[config.mk]
export PLATFORM = sky130hd
export DESIGN_NAME = json_string_unescape_core
export DESIGN_NICKNAME = d
export VERILOG_FILES = /design/src/hdl/jsu_pkg.sv /design/src/hdl/jsu_front.sv /design/src/hdl/jsu_queue.sv /design/src/hdl/jsu_back.sv /design/src/hdl/json_string_unescape_core.sv
export SDC_FILE = /design/constraint.sdc
export NUM_CORES = 1
export LEC_CHECK = 0
export BUFFER_PORTS_ARGS = -buffer_cell sky130_fd_sc_hd__buf_2
export CORE_MARGIN = 8
export CORE_UTILIZATION = 45
export CTS_CLUSTER_SIZE = 24
export DETAILED_ROUTE_END_ITERATION = 12
export SYNTH_ARGS = -nofsm -noshare
export SYNTH_HDL_FRONTEND = slang
export SYNTH_SLANG_ARGS = --single-unit
[constraint.sdc]
create_clock -name clk -period 4.1 [get_ports clk]
set_input_delay 0.41 -clock clk [delete_from_list [all_inputs] [get_ports clk]]
set_output_delay 0.41 -clock clk [all_outputs]
set_load 0.01 [all_outputs]
[src/hdl/jsu_pkg.sv]
// ----------------------------------------------------------------------------
// jsu_pkg
// Shared types and constants for the json string unescape block.
// ----------------------------------------------------------------------------
package jsu_pkg;

  // request: one source byte of a string body
  typedef struct packed {
    logic [7:0] in_byte;
    logic       source_end;
  } jsu_req_t;

  // response: one decoded result item
  typedef struct packed {
    logic [7:0] out_byte;
    logic       byte_valid;
    logic       string_end;
    logic       hex_error;
    logic       run_last;
  } jsu_rsp_t;

  // work handed from front to back: up to three output bytes
  typedef struct packed {
    logic [2:0][7:0] bytes;
    logic [1:0]      last_idx;
    logic            byte_valid;
    logic            hex_error;
    logic            string_end;
  } jsu_job_t;

  // queue status seen by both sides
  typedef struct packed {
    logic full;
    logic empty;
  } jsu_qstat_t;

  localparam int unsigned QueueDepthDefault = 4;
  localparam logic [2:0]  HexLen            = 3'd4;

  localparam logic [7:0] ChQuote     = 8'h22;
  localparam logic [7:0] ChBackslash = 8'h5C;
  localparam logic [7:0] ChU         = 8'h75;
  localparam logic [7:0] ChB         = 8'h62;
  localparam logic [7:0] ChF         = 8'h66;
  localparam logic [7:0] ChN         = 8'h6E;
  localparam logic [7:0] ChR         = 8'h72;
  localparam logic [7:0] ChT         = 8'h74;

  localparam logic [7:0] Utf8Lead2 = 8'hC0;
  localparam logic [7:0] Utf8Lead3 = 8'hE0;
  localparam logic [7:0] Utf8Cont  = 8'h80;
  localparam logic [5:0] Utf8Mask  = 6'h3F;
  localparam logic [15:0] Utf8Lim1 = 16'h0080;
  localparam logic [15:0] Utf8Lim2 = 16'h0800;

endpackage

[src/hdl/jsu_front.sv]
// ----------------------------------------------------------------------------
// jsu_front
// Accepts source bytes, tracks escape state and builds output jobs.
// ----------------------------------------------------------------------------
module jsu_front (
  input  logic                clk,
  input  logic                rst,
  input  logic                req_valid,
  output logic                req_ready,
  input  jsu_pkg::jsu_req_t   req,
  input  jsu_pkg::jsu_qstat_t qstat,
  output logic                push,
  output jsu_pkg::jsu_job_t   job
);
  import jsu_pkg::*;

  typedef enum logic [1:0] {
    MODE_NORMAL = 2'd0,
    MODE_ESCAPE = 2'd1,
    MODE_HEX    = 2'd2
  } mode_t;

  mode_t      scan_mode, scan_mode_next;
  logic [2:0] hex_count, hex_count_next;
  logic [15:0] hex_value, hex_value_next;
  logic [2:0] hex_digits_seen, hex_digits_seen_next;
  logic       hex_prefix_open, hex_prefix_open_next;

  logic       accept;
  logic       produce;
  logic [4:0] digit;

  // hex digit value, bit 4 set for a non-hex byte
  function automatic logic [4:0] hex_digit(input logic [7:0] b);
    logic [4:0] d;
    d = 5'h10;
    if (b >= 8'h30 && b <= 8'h39) d = 5'(b - 8'h30);
    else if (b >= 8'h61 && b <= 8'h66) d = 5'(b - 8'h57);
    else if (b >= 8'h41 && b <= 8'h46) d = 5'(b - 8'h37);
    return d;
  endfunction

  // utf-8 encoding of a collected code point, or the error item
  function automatic jsu_job_t finish_hex(input logic [15:0] cp, input logic have);
    jsu_job_t j;
    j = '0;
    if (!have) begin
      j.hex_error = 1'b1;
    end else if (cp < Utf8Lim1) begin
      j.byte_valid = 1'b1;
      j.bytes[0]   = cp[7:0];
    end else if (cp < Utf8Lim2) begin
      j.byte_valid = 1'b1;
      j.bytes[0]   = Utf8Lead2 | {3'b000, cp[10:6]};
      j.bytes[1]   = Utf8Cont | {2'b00, cp[5:0] & Utf8Mask};
      j.last_idx   = 2'd1;
    end else begin
      j.byte_valid = 1'b1;
      j.bytes[0]   = Utf8Lead3 | {4'b0000, cp[15:12]};
      j.bytes[1]   = Utf8Cont | {2'b00, cp[11:6]};
      j.bytes[2]   = Utf8Cont | {2'b00, cp[5:0] & Utf8Mask};
      j.last_idx   = 2'd2;
    end
    return j;
  endfunction

  assign req_ready = !qstat.full;
  assign accept    = req_valid && req_ready;
  assign push      = accept && produce;
  assign digit     = hex_digit(req.in_byte);

  // classify the byte and work out the next scan state
  always_comb begin
    scan_mode_next       = scan_mode;
    hex_count_next       = hex_count;
    hex_value_next       = hex_value;
    hex_digits_seen_next = hex_digits_seen;
    hex_prefix_open_next = hex_prefix_open;
    produce              = 1'b0;
    job                  = '0;
    if (req.source_end) begin
      if (scan_mode == MODE_HEX) begin
        job = finish_hex(hex_value, hex_digits_seen != 3'd0);
      end
      job.string_end       = 1'b1;
      produce              = 1'b1;
      scan_mode_next       = MODE_NORMAL;
      hex_count_next       = '0;
      hex_value_next       = '0;
      hex_digits_seen_next = '0;
      hex_prefix_open_next = 1'b1;
    end else begin
      case (scan_mode)
        MODE_ESCAPE: begin
          if (req.in_byte == ChU) begin
            scan_mode_next       = MODE_HEX;
            hex_count_next       = '0;
            hex_value_next       = '0;
            hex_digits_seen_next = '0;
            hex_prefix_open_next = 1'b1;
          end else begin
            job.byte_valid = 1'b1;
            case (req.in_byte)
              ChB:     job.bytes[0] = 8'h08;
              ChF:     job.bytes[0] = 8'h0C;
              ChN:     job.bytes[0] = 8'h0A;
              ChR:     job.bytes[0] = 8'h0D;
              ChT:     job.bytes[0] = 8'h09;
              default: job.bytes[0] = req.in_byte;
            endcase
            produce        = 1'b1;
            scan_mode_next = MODE_NORMAL;
          end
        end
        MODE_HEX: begin
          if (hex_prefix_open && !digit[4]) begin
            hex_value_next       = {hex_value[11:0], digit[3:0]};
            hex_digits_seen_next = hex_digits_seen + 3'd1;
          end else begin
            hex_prefix_open_next = 1'b0;
          end
          hex_count_next = hex_count + 3'd1;
          if (hex_count_next >= HexLen) begin
            job                  = finish_hex(hex_value_next, hex_digits_seen_next != 3'd0);
            produce              = 1'b1;
            scan_mode_next       = MODE_NORMAL;
            hex_count_next       = '0;
            hex_value_next       = '0;
            hex_digits_seen_next = '0;
            hex_prefix_open_next = 1'b1;
          end
        end
        default: begin
          if (req.in_byte == ChQuote) begin
            job.string_end       = 1'b1;
            produce              = 1'b1;
            scan_mode_next       = MODE_NORMAL;
            hex_count_next       = '0;
            hex_value_next       = '0;
            hex_digits_seen_next = '0;
            hex_prefix_open_next = 1'b1;
          end else if (req.in_byte == ChBackslash) begin
            scan_mode_next = MODE_ESCAPE;
          end else begin
            job.byte_valid = 1'b1;
            job.bytes[0]   = req.in_byte;
            produce        = 1'b1;
            scan_mode_next = MODE_NORMAL;
          end
        end
      endcase
    end
  end

  // scan state
  always_ff @(posedge clk) begin
    if (rst) begin
      scan_mode       <= MODE_NORMAL;
      hex_count       <= '0;
      hex_value       <= '0;
      hex_digits_seen <= '0;
      hex_prefix_open <= 1'b1;
    end else if (accept) begin
      scan_mode       <= scan_mode_next;
      hex_count       <= hex_count_next;
      hex_value       <= hex_value_next;
      hex_digits_seen <= hex_digits_seen_next;
      hex_prefix_open <= hex_prefix_open_next;
    end
  end

endmodule

[src/hdl/jsu_queue.sv]
// ----------------------------------------------------------------------------
// jsu_queue
// Small job queue between the front and back parts.
// ----------------------------------------------------------------------------
module jsu_queue #(
  parameter int unsigned DEPTH = 4
) (
  input  logic                clk,
  input  logic                rst,
  input  logic                push,
  input  jsu_pkg::jsu_job_t   push_job,
  input  logic                pop,
  output jsu_pkg::jsu_job_t   head,
  output jsu_pkg::jsu_qstat_t qstat
);
  import jsu_pkg::*;

  localparam int unsigned AW = (DEPTH > 1) ? $clog2(DEPTH) : 1;
  localparam int unsigned CW = $clog2(DEPTH + 1);

  jsu_job_t        mem [DEPTH];
  logic [AW-1:0]   wr_ptr;
  logic [AW-1:0]   rd_ptr;
  logic [CW-1:0]   count;
  logic            do_push;
  logic            do_pop;

  assign qstat.full  = (count == CW'(DEPTH));
  assign qstat.empty = (count == '0);
  assign do_push     = push && !qstat.full;
  assign do_pop      = pop && !qstat.empty;
  assign head        = mem[rd_ptr];

  // storage
  always_ff @(posedge clk) begin
    if (do_push) begin
      mem[wr_ptr] <= push_job;
    end
  end

  // pointers and fill count
  always_ff @(posedge clk) begin
    if (rst) begin
      wr_ptr <= '0;
      rd_ptr <= '0;
      count  <= '0;
    end else begin
      if (do_push) begin
        wr_ptr <= (wr_ptr == AW'(DEPTH - 1)) ? '0 : wr_ptr + AW'(1);
      end
      if (do_pop) begin
        rd_ptr <= (rd_ptr == AW'(DEPTH - 1)) ? '0 : rd_ptr + AW'(1);
      end
      if (do_push && !do_pop) count <= count + CW'(1);
      else if (do_pop && !do_push) count <= count - CW'(1);
    end
  end

endmodule

[src/hdl/jsu_back.sv]
// ----------------------------------------------------------------------------
// jsu_back
// Walks the head job byte by byte and drives the response channel.
// ----------------------------------------------------------------------------
module jsu_back (
  input  logic                clk,
  input  logic                rst,
  input  jsu_pkg::jsu_job_t   head,
  input  jsu_pkg::jsu_qstat_t qstat,
  output logic                pop,
  output logic                rsp_valid,
  input  logic                rsp_ready,
  output jsu_pkg::jsu_rsp_t   rsp
);
  import jsu_pkg::*;

  logic [1:0] idx;
  logic       last;
  logic       sent;

  assign rsp_valid = !qstat.empty;
  assign last      = (idx == head.last_idx);
  assign sent      = rsp_valid && rsp_ready;
  assign pop       = sent && last;

  // response fields from the current byte of the head job
  always_comb begin
    rsp.out_byte   = head.bytes[idx];
    rsp.byte_valid = head.byte_valid;
    rsp.hex_error  = head.hex_error;
    rsp.string_end = head.string_end && last;
    rsp.run_last   = last;
  end

  // byte index within the job
  always_ff @(posedge clk) begin
    if (rst) begin
      idx <= '0;
    end else if (sent) begin
      idx <= last ? 2'd0 : idx + 2'd1;
    end
  end

endmodule

[src/hdl/json_string_unescape_core.sv]
// ----------------------------------------------------------------------------
// json_string_unescape_core
// JSON string body unescaper with UTF-8 output of \u escapes.
// ----------------------------------------------------------------------------
// Request channel (req_valid/req_ready/req) takes one source byte of a string
// body per cycle, or a source_end marker. Response channel
// (rsp_valid/rsp_ready/rsp) gives the decoded result items in order; the last
// item caused by a request carries run_last.
// A request that causes results has them queued as one job; the back part
// sends one result per cycle while rsp_ready is high. Results are registered
// in the job queue and are offered from its head, behind any older jobs.
// Requests are taken one per cycle while the job queue (QUEUE_DEPTH jobs)
// has room; a backslash and the first bytes of a \u escape make no job.
// Sustained rate: one request per cycle, bounded by the response side at one
// result per cycle when \u escapes expand to two or three bytes.
// When the receiver stalls, the queue fills and req_ready drops once it is
// full; no result is lost.
// Synchronous reset clears the scan state and empties the queue.
// ----------------------------------------------------------------------------
module json_string_unescape_core #(
  parameter int unsigned QUEUE_DEPTH = jsu_pkg::QueueDepthDefault
) (
  input  logic              clk,
  input  logic              rst,
  input  logic              req_valid,
  output logic              req_ready,
  input  jsu_pkg::jsu_req_t req,
  output logic              rsp_valid,
  input  logic              rsp_ready,
  output jsu_pkg::jsu_rsp_t rsp
);
  import jsu_pkg::*;

  jsu_qstat_t qstat;
  jsu_job_t   push_job;
  jsu_job_t   head;
  logic       push;
  logic       pop;

  // classify and build jobs
  jsu_front u_front (
    .clk       (clk),
    .rst       (rst),
    .req_valid (req_valid),
    .req_ready (req_ready),
    .req       (req),
    .qstat     (qstat),
    .push      (push),
    .job       (push_job)
  );

  // job queue
  jsu_queue #(
    .DEPTH (QUEUE_DEPTH)
  ) u_queue (
    .clk      (clk),
    .rst      (rst),
    .push     (push),
    .push_job (push_job),
    .pop      (pop),
    .head     (head),
    .qstat    (qstat)
  );

  // serialize results
  jsu_back u_back (
    .clk       (clk),
    .rst       (rst),
    .head      (head),
    .qstat     (qstat),
    .pop       (pop),
    .rsp_valid (rsp_valid),
    .rsp_ready (rsp_ready),
    .rsp       (rsp)
  );

endmodule
==> results.ini, run 1 <==
[synthesis]
synth-main-ff-cell = edfxtp_1
ys_types = 75
synth_common_cells = edfxtp_1, nor2_1, dfxtp_1
syn-cell-area_sq_um = 7040
synth-edff-count = 104
ys_seq_elements = 140
yosys.area.top_type_share_pct = 44.4
synth-seq-area-share_pct = 54.6
async_reset_ff_share_pct = 0
synthMostInstantiatedCell = edfxtp_1
synth_area_leader_cell = edfxtp_1
yosys_warnings = 0
synth_nets = 603
synthTopCellsByArea = edfxtp_1, dfxtp_1, mux4_2
synth_cells = 574
syn_avg_cell_area_sq_um = 12.3

[placed_design]
dpl_cell_area_sq_um = 7370
io_buffers = 26
place_inst = 788
gp_congestion = 0.918
post-dp-hpwl_um = 12000

[worst_setup_path]
critical_path_required_ns = 4.44
rr_endpoint = u_queue.count[2]
critPathBufInv = 3
crit_path_end_kind = flip-flop
reg2reg_depth = 10
crit_chain = buf_2, inv_1, ha_1, or3b_2, o311a_1, a211oi_2, ha_1, inv_1, fa_1, xor2_1, or3_1, a21oi_1
reg2reg_slack_ns = 1.01
path_max_fanout = 9
crit_type = input pin to flip-flop
setup.worst_path.start_class = input pin
path_delay_family = adder cells
worst-path-stages = 12
arrival_ns = 3.48
slowest_delay_ns = 0.51
crit_slowest_cell = or3b_2

[finish]
finalNonFillerCells = 820
fin_area_sq_um = 7920
num_antenna_cells = 0
drive_above_1_share_pct = 19.5
synthToLayoutAreaGrowth_pct = 12.4
nets = 625

[sta]
setup_violations = 0
slew_viol_final = 0
skew_ns = 0.00877
finalHoldViolations = 0
fin_setup_tns_ns = 0
fin_crit_sh_pct = 76.6
relSlewSlack_pct = 37.3
max_freq_mhz = 318
rsz0062_at_grt = false
tightestPinTransition_ns = 0.931
period_needed_ns = 3.14

[routing]
avgRoutedWirePerCell_um = 20.7
first_pass_iters = 5
antenna_left = 0
avgViaCountPerCell = 5.98
vias = 4900
drc = 0
wirelength_um = 17000
dr.first_iter.drc_count = 322

[run]
maxCapViolations = 0

[die]
placementRows = 45
ios = 27
dieWidth_um = 141
initial_core_util_pct = 46.1
fp.dieArea_sq_um = 19900
core_area_sq_um = 15300
die_y_um = 141

[hold_path]
hp-class = input pin to flip-flop
hold_depth = 4
min_to = u_back.idx[0]
hold_start = rsp_ready

[cts]
cts_resized = 0
cts_made_buffers = 17
tritoncts = yes
cts.clk_slew.worst_paths_ns = 0.06
clock_latency_ns = 0.42
cts.sinks = 140
post_cts_buffers = 0
cts_root_buf = clkbuf_16
h-tree-depth = 4
cts.path.max_buffers = 2
cts_hold_buf = 0

[grt]
grt_usage_pct = 17.3
antenna_found_initial = 0
grt_pass1_vias = 4820
grt_pass1_wl_um = 26600
overflow = 0
grt_max_degree = 41

[pwr]
max-vdd-ir-drop_mv = 0.315
power_density_nw_per_um2 = 498
p_leak_nw = 2.71

[status]
status = finished clean

metal layers:
| metal | vias up | part of all wire, % | wire [um] | global-route usage, % |
|---|---|---|---|---|
| met3 | 31 | 5.5 | 930 | 3.48 |
| met4 | 0 | 2.3 | 391 | 7.24 |
| met5 | - | 0 | 0 | 0 |
| li1 | 2276 | - | - | - |
| met1 | 2421 | 44 | 7430 | 22.2 |
| met2 | 172 | 48 | 8200 | 28.1 |
through the flow:
stage,setup WS [ns],utilization (%),power [W],hold WS [ns]
finish,0.958,51.9,0.00394,0.368
floorplan,0.791,-,0.00231,0.436
global route,0.752,51.9,0.00413,0.424
detailed placement,0.520,48.3,0.00258,0.452
CTS,0.957,51.9,0.00400,0.342
global placement,0.596,48.3,0.00256,0.442
worst reg2reg max path, stage by stage, from the launching register on:
cell,delay [ns]
dfxtp_2,0.42
mux4_2,0.55
xnor2_1,0.15
and2_1,0.24
nand3_1,0.27
ha_1,0.24
inv_1,0.07
fa_1,0.44
xor2_1,0.18
or3_1,0.31
a21oi_1,0.15
cell type report:
type | instances | area, sq um
Fill cell | 1318 | 7340
Clock inverter | 15 | 123
Inverter | 29 | 109
Sequential cell | 140 | 3840
Clock buffer | 17 | 425
Tap cell | 211 | 264
Multi-Input combinational cell | 371 | 2940
Timing Repair Buffer | 37 | 213
registers in the layout (all words and copies together) (netlist names), named ones only:
signal / flops
u_queue.mem: 104
u_front.hex_count: 3
u_front.scan_mode: 2
u_queue.rd_ptr: 2
u_front.hex_value: 16
u_front.hex_digits_seen: 3
u_queue.wr_ptr: 2
u_back.idx: 2
u_queue.count: 3
u_front.hex_prefix_open: 1
layout by cell type, fill, tap and decap left out, types with 4 or more instances in the layout:
| master | count |
|---|---|
| nor3_1 | 11 |
| nand2_1 | 24 |
| clkinvlp_4 | 4 |
| o211ai_1 | 8 |
| mux4_2 | 26 |
| xor2_1 | 4 |
| and2_1 | 12 |
| inv_1 | 28 |
| buf_4 | 11 |
| a22oi_1 | 10 |
| o21ai_0 | 15 |
| a221oi_1 | 4 |
| o32ai_1 | 13 |
| nor4_1 | 4 |
| xnor2_1 | 4 |
| nor2_1 | 39 |
| a31oi_1 | 5 |
| a21oi_1 | 25 |
| and3_1 | 7 |
| nand3_1 | 10 |
| o22ai_1 | 19 |
| ha_1 | 15 |
| or2_2 | 5 |
| buf_2 | 26 |
| nand2b_1 | 20 |
| a22o_1 | 4 |
| clkinv_2 | 4 |
| mux2i_1 | 17 |
| dfxtp_1 | 35 |
| clkbuf_16 | 17 |
| edfxtp_1 | 104 |
| or3_1 | 10 |
worst max-delay path by stage:
stage | start | end
5_1_grt | req[1] | u_queue.count[2]
2_1_floorplan | req[1] | u_queue.count[2]
6_report | req[1] | u_queue.count[2]
3_5_place_dp | req[1] | u_queue.count[2]
3_3_place_gp | req[1] | u_queue.count[2]
4_1_cts | req[1] | u_queue.count[2]
cell families (layout without fill, tap and decap cells):
| kind of cell | count (synthesis) | count (layout) | synth area share, % |
|---|---|---|---|
| AOI/OAI and AO/OA | 138 | 138 | 14.1 |
| xor gates and xnor gates | 8 | 8 | 0.995 |
| adders and majority gates | 16 | 16 | 2.95 |
| buffers and inverters | 63 | 98 | 3.68 |
| DFF | 140 | 140 | 54.6 |
| muxes | 45 | 45 | 11.1 |
| and+or+nand+nor | 164 | 164 | 12.6 |
power by group:
| part | leakage (nW) | internal, W | switching [W] |
|---|---|---|---|
| clock network | 0.261 | 0.000829 | 0.000577 |
| logic | 1.18 | 0.000344 | 0.000458 |
| registers | 1.27 | 0.00167 | 0.0000655 |
| total | 2.71 | 0.00284 | 0.00110 |
Power figures use the tool's default switching activity.
==> inputs of run 2 (changes only) <==
- clock period: 4.1 -> 2.7 ns (I/O delays scaled with it)
==> run 2 against run 1 <==
  * Critical path depth fell by 1
  * Register-to-register slack got worse by 0.88 ns
  * Non-clock buffer count rose by 66
  * Clock skew rose by 0.0058 ns
  * Cell count rose by 8.0%
  * Sequential cell count did not move
  * Setup slack got worse by 0.82 ns
  * Hold slack got worse by 0.12 ns
  * Global-route usage rose by 1.2 points
  * Via count rose by 3.6%
  * Highest routed layer unchanged
==> results.ini, run 2 (synthesis gave the netlist of run 1 again) <==
[status]
status = finished clean

[worst_setup_path]
r2r_start = u_front.hex_count[0]
crit_slowest_cell = dfxtp_1
reg2reg_depth = 11
crit_chain = ha_2, xor2_2, nand2_1, and3_1, a211oi_4, ha_4, inv_2, fa_2, xor2_1, or3_1, a21oi_2
arrival_ns = 2.92
worst-path-stages = 11
rr_endpoint = u_queue.count[2]
critPathBufInv = 1
crit_type = flip-flop to flip-flop
setup.worst_path.start_class = flip-flop
path_max_fanout = 4
critical_path_required_ns = 3.05
reg2reg_slack_ns = 0.13
crit_path_end_kind = flip-flop
slowest_delay_ns = 0.35
path_delay_family = adder cells

[routing]
avgViaCountPerCell = 5.73
wirelength_um = 17700
first_pass_iters = 5
avgRoutedWirePerCell_um = 20.0
antenna_left = 0
vias = 5074
drc = 0
dr.first_iter.drc_count = 310

[sta]
relSlewSlack_pct = 49.6
period_needed_ns = 2.57
slew_viol_final = 0
max_freq_mhz = 390
fin_setup_tns_ns = 0
tightestPinTransition_ns = 0.757
skew_ns = 0.0145
setup_violations = 0
fin_crit_sh_pct = 95.1
finalHoldViolations = 0
rsz0062_at_grt = false

[cts]
post_cts_buffers = 0
cts.clk_slew.worst_paths_ns = 0.06
cts_made_buffers = 17
h-tree-depth = 4
cts.path.max_buffers = 2
cts_root_buf = clkbuf_16
cts_hold_buf = 0
clock_latency_ns = 0.42
cts.sinks = 140
cts_resized = 1
tritoncts = yes

[placed_design]
io_buffers = 26
place_inst = 854
post-dp-hpwl_um = 12900
gp_congestion = 0.901

[die]
ios = 27
dieWidth_um = 141
die_y_um = 141
core_area_sq_um = 15300
initial_core_util_pct = 46.1
placementRows = 45
fp.dieArea_sq_um = 19900

[pwr]
seqPwrFrac_pct = 38.9
max-vdd-ir-drop_mv = 0.444
clockPowerShare_pct = 39.9
pwr-share-comb_pct = 21.2
power_density_nw_per_um2 = 772
p_leak_nw = 3.13
switchingPower_w = 0.00177
internal-power_w = 0.00496
switching_share_pct = 26.3

[hold_path]
hp-class = input pin to flip-flop
hold_depth = 4
min_to = u_back.idx[0]
hold_start = rsp_ready

[grt]
grt_pass1_wl_um = 28400
grt_max_degree = 41
grt_usage_pct = 18.5
grt_pass1_vias = 5173
overflow = 0
antenna_found_initial = 0

[finish]
drive_above_1_share_pct = 29.3
synthToLayoutAreaGrowth_pct = 23.8
nets = 691
top_regs = u_queue.mem: 104 flops, u_front.hex_value: 16 flops
top_register = u_queue.mem
num_antenna_cells = 0
utilization_pct = 57.1
largest_register_ffs = 104
mostFrequentLayoutCells = edfxtp_1, buf_4, nor2_1
final_common_cell = edfxtp_1
finalNonFillerCells = 886

[run]
maxCapViolations = 0

## run 2: cell type report
class | count | area, sq um
sequential | 140 | 3850
tap | 211 | 264
fill | 1282 | 6540
timing repair buffer | 103 | 796
clock inverter | 14 | 251
clock buffer | 18 | 429
multi-input combinational | 371 | 3020
inverter | 29 | 111
## run 2: per-stage QoR
step           hold slack, ns  total power, W  area (sq um)  setup WS, ns
2_1_floorplan           0.436         0.00353          7080       0.00802
3_3_place_gp            0.446         0.00403          7990       -0.0788
3_5_place_dp            0.467         0.00406          7990        -0.180
4_1_cts                 0.210         0.00676          8680        0.0556
5_1_grt                 0.274         0.00700          8720       0.00672
6_report                0.250         0.00673          8720         0.134
## run 2: per-layer routing
| metal | up-vias | track usage, % | share of wire, % | routed length [um] |
|---|---|---|---|---|
| met5 | - | 0 | 0 | 0 |
| met4 | 0 | 8.37 | 2.7 | 486 |
| met3 | 37 | 3.61 | 3.4 | 607 |
| met2 | 105 | 30.8 | 49 | 8760 |
| met1 | 2519 | 23.0 | 44 | 7890 |
| li1 | 2413 | - | - | - |
## run 2: worst max-delay path by stage
stage,from,to
after CTS,u_front.hex_count[0],u_queue.count[2]
final,u_front.hex_count[0],u_queue.count[2]
after floorplan,req[1],u_queue.count[2]
after global routing,u_front.hex_count[0],u_queue.count[2]
after global placement,req[2],u_queue.mem[0][6]
after detailed placement,req[2],u_queue.mem[3][7]
## run 2: power groups by stage
stage / logic, W / registers [W] / clock network [W]
final: 0.00142 / 0.00262 / 0.00269
after global routing: 0.00156 / 0.00264 / 0.00280
after CTS: 0.00141 / 0.00262 / 0.00273
after detailed placement: 0.00140 / 0.00266 / 0
after global placement: 0.00138 / 0.00265 / 0
after floorplan: 0.000892 / 0.00264 / 0
## run 2: worst register-to-register path: cells and delay by family, from the launching register on
family / cells / cell delay (ns)
flip-flops: 1 / 0.35
AO/OA/AOI/OAI: 2 / 0.34
adder cells (fa/ha/maj): 3 / 0.72
buffers and inverters: 1 / 0.03
AND/OR/NAND/NOR: 3 / 0.69
XOR/XNOR: 2 / 0.36
